--- src/rtl/ps_pkg.sv ---
`default_nettype none
// ----------------------------------------------------------------------------
// Prime sieve package
// Shared widths, microcode encoding and the microcode program of the sieve.
// ----------------------------------------------------------------------------
package ps_pkg;

    localparam int LIMIT_W = 13;
    localparam int INDEX_W = 6;
    localparam int MASK_W  = 64;
    localparam int DEPTH   = 64;
    localparam int ROOT_W  = 7;
    localparam int PC_W    = 4;

    typedef logic [PC_W-1:0] pc_t;

    typedef enum logic [3:0] {
        OP_NOP,
        OP_ACCEPT,
        OP_INIT,
        OP_ISETUP,
        OP_RDI,
        OP_JSETUP,
        OP_RDJ,
        OP_CLRJ,
        OP_INEXT,
        OP_ESETUP,
        OP_RDW,
        OP_OUT,
        OP_WNEXT
    } op_t;

    typedef enum logic [3:0] {
        C_NEVER,
        C_ALWAYS,
        C_NO_ACCEPT,
        C_MORE_WORDS,
        C_NO_MORE_WORDS,
        C_SQ_GE_LIM,
        C_NOT_PRIME,
        C_J_GE_LIM,
        C_OUT_BUSY
    } cond_t;

    typedef struct packed {
        op_t   op;
        cond_t cond;
        pc_t   target;
    } ucode_t;

    typedef struct packed {
        logic accept;
        logic more_words;
        logic out_busy;
        logic sq_ge_lim;
        logic not_prime;
        logic j_ge_lim;
    } cond_flags_t;

    localparam pc_t ST_IDLE  = 4'd0;
    localparam pc_t ST_INIT  = 4'd1;
    localparam pc_t ST_ISET  = 4'd2;
    localparam pc_t ST_ITEST = 4'd3;
    localparam pc_t ST_ICHK  = 4'd4;
    localparam pc_t ST_JTEST = 4'd5;
    localparam pc_t ST_JCLR  = 4'd6;
    localparam pc_t ST_INEXT = 4'd7;
    localparam pc_t ST_ESET  = 4'd8;
    localparam pc_t ST_ERD   = 4'd9;
    localparam pc_t ST_EOUT  = 4'd10;
    localparam pc_t ST_ENEXT = 4'd11;
    localparam pc_t ST_ELOOP = 4'd12;

    function automatic ucode_t ucode_rom(input pc_t pc);
        ucode_t uc;
        uc.op     = OP_NOP;
        uc.cond   = C_ALWAYS;
        uc.target = ST_IDLE;
        case (pc)
            ST_IDLE: begin
                uc.op = OP_ACCEPT;   uc.cond = C_NO_ACCEPT;     uc.target = ST_IDLE;
            end
            ST_INIT: begin
                uc.op = OP_INIT;     uc.cond = C_MORE_WORDS;    uc.target = ST_INIT;
            end
            ST_ISET: begin
                uc.op = OP_ISETUP;   uc.cond = C_NEVER;         uc.target = ST_IDLE;
            end
            ST_ITEST: begin
                uc.op = OP_RDI;      uc.cond = C_SQ_GE_LIM;     uc.target = ST_ESET;
            end
            ST_ICHK: begin
                uc.op = OP_JSETUP;   uc.cond = C_NOT_PRIME;     uc.target = ST_INEXT;
            end
            ST_JTEST: begin
                uc.op = OP_RDJ;      uc.cond = C_J_GE_LIM;      uc.target = ST_INEXT;
            end
            ST_JCLR: begin
                uc.op = OP_CLRJ;     uc.cond = C_ALWAYS;        uc.target = ST_JTEST;
            end
            ST_INEXT: begin
                uc.op = OP_INEXT;    uc.cond = C_ALWAYS;        uc.target = ST_ITEST;
            end
            ST_ESET: begin
                uc.op = OP_ESETUP;   uc.cond = C_NEVER;         uc.target = ST_IDLE;
            end
            ST_ERD: begin
                uc.op = OP_RDW;      uc.cond = C_NEVER;         uc.target = ST_IDLE;
            end
            ST_EOUT: begin
                uc.op = OP_OUT;      uc.cond = C_OUT_BUSY;      uc.target = ST_EOUT;
            end
            ST_ENEXT: begin
                uc.op = OP_WNEXT;    uc.cond = C_NO_MORE_WORDS; uc.target = ST_IDLE;
            end
            ST_ELOOP: begin
                uc.op = OP_NOP;      uc.cond = C_ALWAYS;        uc.target = ST_ERD;
            end
            default: begin
                uc.op = OP_NOP;      uc.cond = C_ALWAYS;        uc.target = ST_IDLE;
            end
        endcase
        return uc;
    endfunction

endpackage
`default_nettype wire

--- src/rtl/ps_seq.sv ---
`default_nettype none
// ----------------------------------------------------------------------------
// Prime sieve sequencer
// Step counter over the microcode table with conditional jumps.
// ----------------------------------------------------------------------------
module ps_seq (
    input  wire logic                aclk,
    input  wire logic                aresetn,
    input  wire ps_pkg::cond_flags_t flags,
    output ps_pkg::ucode_t           uc
);
    import ps_pkg::*;

    pc_t  pc_reg;
    pc_t  pc_next;
    logic take;

    assign uc = ucode_rom(pc_reg);

    always_comb begin
        case (uc.cond)
            C_NEVER:         take = 1'b0;
            C_ALWAYS:        take = 1'b1;
            C_NO_ACCEPT:     take = !flags.accept;
            C_MORE_WORDS:    take = flags.more_words;
            C_NO_MORE_WORDS: take = !flags.more_words;
            C_SQ_GE_LIM:     take = flags.sq_ge_lim;
            C_NOT_PRIME:     take = flags.not_prime;
            C_J_GE_LIM:      take = flags.j_ge_lim;
            C_OUT_BUSY:      take = flags.out_busy;
            default:         take = 1'b1;
        endcase
        pc_next = take ? uc.target : pc_reg + pc_t'(1);
    end

    always_ff @(posedge aclk) begin
        if (!aresetn) begin
            pc_reg <= ST_IDLE;
        end else begin
            pc_reg <= pc_next;
        end
    end

endmodule
`default_nettype wire

--- config.mk ---
export PLATFORM = sky130hd
export DESIGN_NAME = ps_seq
export DESIGN_NICKNAME = d
export VERILOG_FILES = /design/src/rtl/ps_pkg.sv /design/src/rtl/ps_seq.sv
export SDC_FILE = /design/constraint.sdc
export NUM_CORES = 1
export LEC_CHECK = 0
export ABC_CLOCK_PERIOD_IN_PS = 4940
export BUFFER_PORTS_ARGS = -buffer_cell sky130_fd_sc_hd__buf_2
export CORE_MARGIN = 2
export CORE_UTILIZATION = 35
export CTS_CLUSTER_SIZE = 24
export DETAILED_ROUTE_END_ITERATION = 12
export PLACE_DENSITY = 0.59
export SLEW_MARGIN = 10
export SYNTH_ARGS = -nofsm -noshare
export SYNTH_HDL_FRONTEND = slang
export SYNTH_SLANG_ARGS = --single-unit
--- constraint.sdc ---
create_clock -name aclk -period 4.94 [get_ports aclk]
set_clock_uncertainty 0.05 [all_clocks]
set_input_delay 0 -clock aclk [delete_from_list [all_inputs] [get_ports aclk]]
set_output_delay 0 -clock aclk [all_outputs]
set_load 0.02 [all_outputs]
==> flow_summary.toml, run 1 <==
[place]
post-place-ws_ps = 1999
number_of_cells_in_the_design_after_placement = 149
placement.io_buffers = 19
place_hpwl_um = 1583
place_congestion = 0.8397
post_dp_cell_area_um2 = 1052

[min_path]
worst_hold_startpoint = "aresetn"
hold-path-endpoint = "uc[11]$_DFF_P_"
worst_hold_path.num_cells = 3
timing.hold.worst.class = "input port to register"

[drt]
via_count = 831
first_iter_violations = 45
via_per_inst = 5.467
number_of_drc_violations_after_detailed_routing = 0
detail_route.wirelength_um = 2019
drt-wirelength-per-cell_um = 13.28
antenna_left = 0
detailedRoute.firstPassIterationCount = 4

[final_layout]
stdcell_area_um2 = 1075
utilization_pct = 42.99
synthToLayoutAreaGrowth_pct = 14.53
nNetsFinal = 139
post_route_cells_drive_above_1_share_pct = 24.59
flip_flop_count_of_the_largest_register_all_copies_and_words_added = 12
layout.filler_cells = 253
antennaDiodeCount = 0
post_layout_nonfiller_instances = 152

[worst_setup_path]
crit_family = "compound AO/OA/AOI/OAI gates"
critical-path-max-stage-delay_ps = 880
cp-end-kind = "register"
worstPathMaxFanout = 13
crit_path_top_delay_cell = "sky130_fd_sc_hd__a221oi_2"
ff2ff_path_depth = 9
critical-path-top-cell-by-count = "sky130_fd_sc_hd__mux2i_1"
worstPathCellList = "nor2b_1 -> o2bb2ai_1 -> a221oi_2 -> mux2i_1 -> nand2_1 -> ha_1 -> mux2i_1 -> o221ai_1 -> o21a_1"
timing.critical_path.buf_inv = 0
regToRegSetupSlack_ps = 2000
worstPathRequired_ps = 5080
worst-setup-path-type = "register to register"
regToRegEndpoint = "uc[3]$_DFF_P_"
worst_endpoint_data_arrival_time_ps = 3080
start_kind = "register"
worst_reg2reg_startpoint = "uc[6]$_DFF_P_"

[logic_synthesis]
synthTopCellsByCount = "16 x sky130_fd_sc_hd__dfxtp_1, 9 x sky130_fd_sc_hd__nand2_1, 8 x sky130_fd_sc_hd__nor2_1"
async_flop_share_pct = 0
ys_seq_elements = 16
synthesis.area_per_instance_um2 = 9.111
synth_ff_type = "sky130_fd_sc_hd__dfxtp_1"
synthCells = 103
synth.top_cells.by_area = "sky130_fd_sc_hd__dfxtp_1 34%, sky130_fd_sc_hd__ha_1 9.3%, sky130_fd_sc_hd__mux2i_1 5.3%"
synth_enable_flop_cells = 0
syn-num-nets = 118
yosys_warnings = 0
synthDominantAreaCellType = "sky130_fd_sc_hd__dfxtp_1"
post-synth-top-count-cell = "sky130_fd_sc_hd__dfxtp_1"
netlist.area_leader.share_pct = 34.13
post_synth_instance_area_um2 = 938.4
seq_area_frac_synth_pct = 34.13
synth.distinct_cells = 34

[floorplanning]
top_level_ports = 20
placement_rows = 18
die_height_um = 55.78
dieArea_um2 = 3111
core_area_um2 = 2500
start_util_pct = 37.54
die_w_um = 55.78

[clock_tree]
cts-resized-gates = 0
total_of_hold_buffers_inserted_after_clock_tree_synthesis = 0
clock_latency_ps = 280
h-tree-depth = 1
clk_pin_slew_ps = 90
cts_post_setup_buffers_inserted = 0
cts_tree = "yes"
cts_sinks = 16
cts-root-buf = "sky130_fd_sc_hd__clkbuf_4"
numCtsBuffers = 3
max-clock-path-buffers = 2

[timing]
finalHoldViolCount = 0
timing.slew.headroom_pct = 29.36
timing.fmax_mhz = 339.8
timing.final.ws_setup_ps = 1997
worstMarginPinSlew_ps = 1060
fin_crit_sh_pct = 59.58
setup_violations = 0
period_minus_slack_ps = 2943
unrepaired_setup_endpoints_after_global_routing = "false"
timing.setup.tns_ps = 0
hold_ws_ps = 52.05
drv_slew = 0

[global_routing]
gr_overflow_total = 0
wire_length_of_the_first_global_routing_pass_um = 3332
largest_net_degree_at_the_start_of_global_routing = 19
number_of_global_route_vias_before_repair = 749
grt_antenna_before_repair = 0
groute.usage.overall_pct = 13.54

[status]
run_status = "complete, no violations"

[job]
max-cap-violations = 0

[power]
power-per-cell-area_nw_per_um2 = 509.5
ir_worst_vdd_mv = 0.1926
post-layout-total-power_uw = 547.6
static-leakage-power_nw = 0.4704
==> final cells by class <==
class                   instances  area, µm²  share of cell area [%]
multi-input cells              79      580.6                   54.02
flip-flops and latches         16      320.3                   29.80
repair buffers                 19      95.09                   8.848
well taps                      30      37.54                   3.492
clock buffers                   3      22.52                   2.095
inverters                       5      18.77                   1.746
==> logic make-up (layout without fill, tap and decap cells) <==
logic type	after synthesis	after routing	share of synthesized area (%)
compound gates	22	22	18.53
xor+xnor	2	2	1.867
fa+ha+maj	7	7	9.333
buf+inv	8	27	3.999
flops	16	16	34.13
mux	10	10	11.60
simple gates	38	38	20.53
==> worst max-delay path by stage <==
stage	start	end	slack, ps	cells after the start
4_1_cts	uc[6]$_DFF_P_	uc[3]$_DFF_P_	1980	9
3_5_place_dp	uc[6]$_DFF_P_	uc[3]$_DFF_P_	2000	9
3_3_place_gp	uc[5]$_SDFF_PP0_	uc[3]$_DFF_P_	2080	9
5_1_grt	uc[5]$_SDFF_PP0_	uc[3]$_DFF_P_	1720	9
6_report	uc[6]$_DFF_P_	uc[3]$_DFF_P_	2000	9
2_1_floorplan	uc[6]$_DFF_P_	uc[3]$_DFF_P_	2530	10
==> tightest hold or removal path, delay by kind of cell <==
kind	cells	cell delay (ps)
AO/OA/AOI/OAI	1	50
AND/OR/NAND/NOR	1	90
buffers and inverters	1	200
==> cells in the final DEF (no fill, tap or decap), types with 2 or more instances in the layout <==
cell type	n
sky130_fd_sc_hd__o221ai_1	2
sky130_fd_sc_hd__nand2_1	9
sky130_fd_sc_hd__mux2i_1	5
sky130_fd_sc_hd__ha_1	7
sky130_fd_sc_hd__o31ai_1	2
sky130_fd_sc_hd__nor2b_1	4
sky130_fd_sc_hd__o21a_1	2
sky130_fd_sc_hd__o21ai_0	2
sky130_fd_sc_hd__nor2_1	8
sky130_fd_sc_hd__o211ai_1	2
sky130_fd_sc_hd__buf_2	19
sky130_fd_sc_hd__dfxtp_1	16
sky130_fd_sc_hd__o2bb2ai_1	2
sky130_fd_sc_hd__inv_1	4
sky130_fd_sc_hd__nand3_1	4
sky130_fd_sc_hd__clkbuf_4	3
sky130_fd_sc_hd__mux2_2	4
sky130_fd_sc_hd__o22ai_1	2
sky130_fd_sc_hd__nand2b_1	7
sky130_fd_sc_hd__and2_1	4
==> power by group <==
group	leakage (nW)	switching (mW)	total (mW)	internal, mW
Sequential	0.131	0.0327	0.200	0.167
Clock	0.0138	0.0393	0.0677	0.0283
Combinational	0.325	0.158	0.280	0.122
Total	0.470	0.230	0.548	0.318
==> layer usage <==
layer	global-route usage, %	up-vias	part of all wire, %
met5	0	-	0
met4	10.10	0	3.8
met3	1.395	8	5.5
met2	21.94	27	48
met1	16.41	386	42
li1	-	410	-
Power figures use the tool's default switching activity.
==> run 2, diff against run 1 <==
ABC_CLOCK_PERIOD_IN_PS = 2700   (was 4940)
PLACE_DENSITY = 0.61   (was 0.59)
clock period = 2.7 ns   (was 4.94 ns; I/O delays follow)
==> run 2 against run 1 <==
  * Sequential power increased by 83%
  * Clock power up 150%
  * Die area unchanged
  * Non-clock buffer count is 1 higher
  * Critical endpoint unchanged
  * Largest cell class unchanged
  * Largest power group unchanged
  * Highest routed layer unchanged
==> flow_summary.toml, run 2 (synthesis results as in run 1) <==
[final_layout]
area_occupied_by_multi_input_gates_um2 = 584.3
mostFrequentLayoutCell = "sky130_fd_sc_hd__buf_2"
stdcell_area_um2 = 1100
post_route_cells_drive_above_1_share_pct = 26.61
post_layout_nonfiller_instances = 154
nNetsFinal = 140
flip_flop_count_of_the_largest_register_all_copies_and_words_added = 12
synthToLayoutAreaGrowth_pct = 17.20
layout.filler_cells = 242
most-common-layout-cells = "19 x sky130_fd_sc_hd__buf_2, 16 x sky130_fd_sc_hd__dfxtp_1, 9 x sky130_fd_sc_hd__nand2_1"
register_area_um2 = 320.3
antennaDiodeCount = 0

[drt]
via_count = 788
detailedRoute.firstPassIterationCount = 4
drt-wirelength-per-cell_um = 13.21
number_of_drc_violations_after_detailed_routing = 0
first_iter_violations = 14
antenna_left = 0
via_per_inst = 5.117
detail_route.wirelength_um = 2034

[place]
post_dp_cell_area_um2 = 1060
post-place-ws_ps = 254.2
place_hpwl_um = 1549
place_congestion = 0.8028
placement.io_buffers = 19
number_of_cells_in_the_design_after_placement = 150

[global_routing]
gr_overflow_total = 0
grt_antenna_before_repair = 0
wire_length_of_the_first_global_routing_pass_um = 3512
largest_net_degree_at_the_start_of_global_routing = 19
groute.usage.overall_pct = 14.13
number_of_global_route_vias_before_repair = 803

[timing]
timing.slew.headroom_pct = 73.18
hold_ws_ps = 50.87
finalHoldViolCount = 0
unrepaired_setup_endpoints_after_global_routing = "false"
fin_crit_sh_pct = 90.52
drv_slew = 0
timing.fmax_mhz = 409.2
worstMarginPinSlew_ps = 391.2
timing.final.ws_setup_ps = 256.0
setup_violations = 0
period_minus_slack_ps = 2444
timing.setup.tns_ps = 0

[worst_setup_path]
regToRegEndpoint = "uc[3]$_DFF_P_"
ff2ff_path_depth = 10
worst-setup-path-type = "register to register"
worstPathMaxFanout = 13
worst_endpoint_data_arrival_time_ps = 2590
start_kind = "register"
regToRegSetupSlack_ps = 260
cp-end-kind = "register"
worstSetupStartpoint = "uc[6]$_DFF_P_"
worstPathRequired_ps = 2850
endpoint = "uc[3]$_DFF_P_"
worst_reg2reg_startpoint = "uc[6]$_DFF_P_"

[clock_tree]
h-tree-depth = 1
clock_latency_ps = 300
max-clock-path-buffers = 2
cts-resized-gates = 0
numCtsBuffers = 3
cts_tree = "yes"
clk_pin_slew_ps = 90
cts-root-buf = "sky130_fd_sc_hd__clkbuf_4"
cts_post_setup_buffers_inserted = 0
cts_sinks = 16
total_of_hold_buffers_inserted_after_clock_tree_synthesis = 0

[min_path]
timing.hold.worst.class = "input port to register"

[power]
static-leakage-power_nw = 0.4806
power-per-cell-area_nw_per_um2 = 965.8
ir_worst_vdd_mv = 0.5057

[floorplanning]
start_util_pct = 37.54
core_area_um2 = 2500
placement_rows = 18
top_level_ports = 20
die_w_um = 55.78
dieArea_um2 = 3111
die_height_um = 55.78

[job]
max-cap-violations = 0

[status]
run_status = "complete, no violations"
## run 2: changes by cell type in the layout (fill, tap and decap cells not counted), sizes merged
cell / delta
buf: +1
clkbuf: +1
## run 2: layout make-up
class | instances | area share (%)
inverters | 5 | 1.706
repair buffers | 20 | 9.329
well taps | 30 | 3.413
flip-flops and latches | 16 | 29.12
multi-input cells | 79 | 53.13
clock buffers | 4 | 3.299
## run 2: metrics by stage
step                      power (mW)  utilization (%)
after detailed placement      0.8902            42.39
after floorplan               0.7697                -
after CTS                      1.059            43.84
after global placement        0.8843            42.39
after global routing           1.144            43.99
final                          1.062            43.99
## run 2: worst max-delay path, cell delays in order (launching register included)
cell                        delay [ps]
sky130_fd_sc_hd__dfxtp_1           430
sky130_fd_sc_hd__nor2b_1           180
sky130_fd_sc_hd__o2bb2ai_1         100
sky130_fd_sc_hd__a221oi_2          210
sky130_fd_sc_hd__buf_4             240
sky130_fd_sc_hd__mux2i_2           360
sky130_fd_sc_hd__nor2_1            110
sky130_fd_sc_hd__ha_1              260
sky130_fd_sc_hd__mux2i_1           140
sky130_fd_sc_hd__o21ai_0            90
sky130_fd_sc_hd__o21a_1            170
## run 2: how the worst min path moves through the flow
stage | from | end | slack (ps) | cells after the start
after floorplan | uc[10]$_DFF_P_ | uc[10] | 290 | 0
after global placement | aresetn | uc[11]$_DFF_P_ | 360 | 3
after detailed placement | aresetn | uc[11]$_DFF_P_ | 360 | 3
after CTS | aresetn | uc[11]$_DFF_P_ | 40 | 3
after global routing | aresetn | pc_reg[0]$_SDFF_PN0_ | 70 | 2
final | aresetn | uc[11]$_DFF_P_ | 50 | 3
## run 2: power breakdown
| group | switching [mW] | internal, mW |
|---|---|---|
| Sequential | 0.0607 | 0.305 |
| Combinational | 0.291 | 0.237 |
| Clock | 0.0852 | 0.0823 |
## run 2: layer usage
layer	track usage, %	routed length [µm]	part of all wire, %
met1	16.15	950	47
met3	2.791	92	4.5
met5	0	0	0
met2	24.66	947	47
met4	7.317	43	2.1
==> run 3, diff against run 2 <==
CORE_MARGIN = 3   (was 2)
MAX_ROUTING_LAYER = met4   (was default)
==> run 3 against run 2 <==
  * Fmax increased by 0.69%
  * First-iteration DRC count increased by 140%
  * Sequential share of layout area increased by 0.17 points
  * Combinational power rose by 4.7%
  * Cell count unchanged
  * Worst hold slack improved by 6.5 ps
  * Register-to-register slack improved by 20 ps
  * Critical path depth unchanged
  * Non-clock buffer count is 1 higher
  * Power fell by 1.2%
  * Critical endpoint unchanged
==> flow_summary.toml, run 3 (synthesis results as in run 1) <==
[status]
run_status = "complete, no violations"

[global_routing]
largest_net_degree_at_the_start_of_global_routing = 19
grt_antenna_before_repair = 0
gr_overflow_total = 0
groute.usage.overall_pct = 14.29
wire_length_of_the_first_global_routing_pass_um = 3663
number_of_global_route_vias_before_repair = 834

[worst_setup_path]
worstPathRequired_ps = 2890
worst_reg2reg_startpoint = "uc[6]$_DFF_P_"
worstSetupStartpoint = "uc[6]$_DFF_P_"
cp-end-kind = "register"
worst-setup-path-type = "register to register"
worst_endpoint_data_arrival_time_ps = 2620
worstPathMaxFanout = 6
start_kind = "register"

[min_path]
worst_hold_startpoint = "aresetn"
timing.hold.worst.class = "input port to register"

[clock_tree]
total_of_hold_buffers_inserted_after_clock_tree_synthesis = 0
clk_pin_slew_ps = 90
clock_latency_ps = 290
cts_sinks = 16
cts_tree = "yes"
max-clock-path-buffers = 2
h-tree-depth = 1
numCtsBuffers = 3
cts-root-buf = "sky130_fd_sc_hd__clkbuf_4"

[drt]
via_per_inst = 5.513
drt-wirelength-per-cell_um = 13.59
detail_route.wirelength_um = 2093
first_iter_violations = 33
number_of_drc_violations_after_detailed_routing = 0
detailedRoute.firstPassIterationCount = 4
via_count = 849
antenna_left = 0

[timing]
worstMarginPinSlew_ps = 426.9
drv_slew = 0
timing.setup.tns_ps = 0
timing.slew.headroom_pct = 71.17
period_minus_slack_ps = 2427
timing.fmax_mhz = 412.0
finalHoldViolCount = 0
fin_crit_sh_pct = 89.90
unrepaired_setup_endpoints_after_global_routing = "false"
setup_violations = 0

[final_layout]
flip_flop_count_of_the_largest_register_all_copies_and_words_added = 12
mostFrequentLayoutCell = "sky130_fd_sc_hd__buf_2"
utilization_pct = 43.35
stdcell_area_um2 = 1094
nNetsFinal = 141
layout.filler_cells = 260
synthToLayoutAreaGrowth_pct = 16.53
antennaDiodeCount = 0
post_route_cells_drive_above_1_share_pct = 26.61
most-common-layout-cells = "19 x sky130_fd_sc_hd__buf_2, 16 x sky130_fd_sc_hd__dfxtp_1, 9 x sky130_fd_sc_hd__nand2_1"

[power]
sw_frac_of_total_pct = 42.13
static-leakage-power_nw = 0.4781
ir_worst_vdd_mv = 0.4690
switching_power_uw = 442.0
intPower_uw = 607.1
share_of_total_power_in_sequential_cells_pct = 35.1
power.combinational.fraction_pct = 52.8
clockPowerShare_pct = 12.1
power-per-cell-area_nw_per_um2 = 959.3

[floorplanning]
top_level_ports = 20
placement_rows = 18
die_height_um = 57.78
die_w_um = 57.78
dieArea_um2 = 3339
core_area_um2 = 2522
start_util_pct = 37.20

[place]
post_dp_cell_area_um2 = 1060
place_hpwl_um = 1674
placement.io_buffers = 19
place_congestion = 0.8338

[job]
max-cap-violations = 0
-- run 3: cell types whose count changed in the layout (fill, tap and decap cells not counted) --
cell,delta
sky130_fd_sc_hd__buf_4,+1
sky130_fd_sc_hd__clkbuf_8,-1
-- run 3: worst max-delay path, stage by stage, from the launching register on --
cell,delay (ps)
sky130_fd_sc_hd__dfxtp_1,420
sky130_fd_sc_hd__inv_1,80
sky130_fd_sc_hd__o41ai_1,470
sky130_fd_sc_hd__a221oi_2,50
sky130_fd_sc_hd__buf_4,180
sky130_fd_sc_hd__mux2i_2,240
sky130_fd_sc_hd__and2_1,230
sky130_fd_sc_hd__ha_1,230
sky130_fd_sc_hd__mux2i_1,90
sky130_fd_sc_hd__o221ai_1,190
sky130_fd_sc_hd__o21a_1,140
-- run 3: power by group through the flow --
stage	sequential [mW]	clock [mW]	combinational (mW)
final	0.368	0.127	0.554
after global routing	0.379	0.133	0.617
after CTS	0.365	0.126	0.533
after detailed placement	0.370	0	0.531
after global placement	0.368	0	0.525
after floorplan	0.423	0	0.347
-- run 3: worst paths after layout --
kind	endpoint	slack, ps	depth (start not counted)
setup / recovery	uc[3]$_DFF_P_	270	10
hold reg to reg	pc_reg[1]$_SDFF_PN0_	600	2
hold / removal	uc[11]$_DFF_P_	60	3
setup reg to reg	uc[3]$_DFF_P_	270	10
-- run 3: metal layers --
layer  share of wire, %  track usage [%]
met1                 46            18.24
met2                 46            21.77
met3                4.8            2.450
met4                3.4            6.954
met5                  0                -
-- run 3: what timing repair did --
item	4_1_cts	5_1_grt
buffers inserted	0	1
setup endpoints to repair	0	1
resized for setup	0	1
-- run 3: cell type report --
type                       count  area, µm²  area share, %
sequential                    16      320.3          29.29
tap                           30      37.54          3.432
inverter                       5      18.77          1.716
timing repair buffer          21      110.1          10.07
multi-input combinational     79      584.3          53.43
clock buffer                   3      22.52          2.059
-- run 3: metrics by stage --
stage                     hold slack [ps]  cells  worst slack (ps)  power (mW)
after CTS                           58.45    153             214.5       1.024
final                               57.35    154             272.8       1.049
after global placement              367.0    150             344.5      0.8928
after floorplan                     288.8    103             285.9      0.7697
after detailed placement            357.1    150             235.7      0.9009
after global routing                95.74    154             12.40       1.129
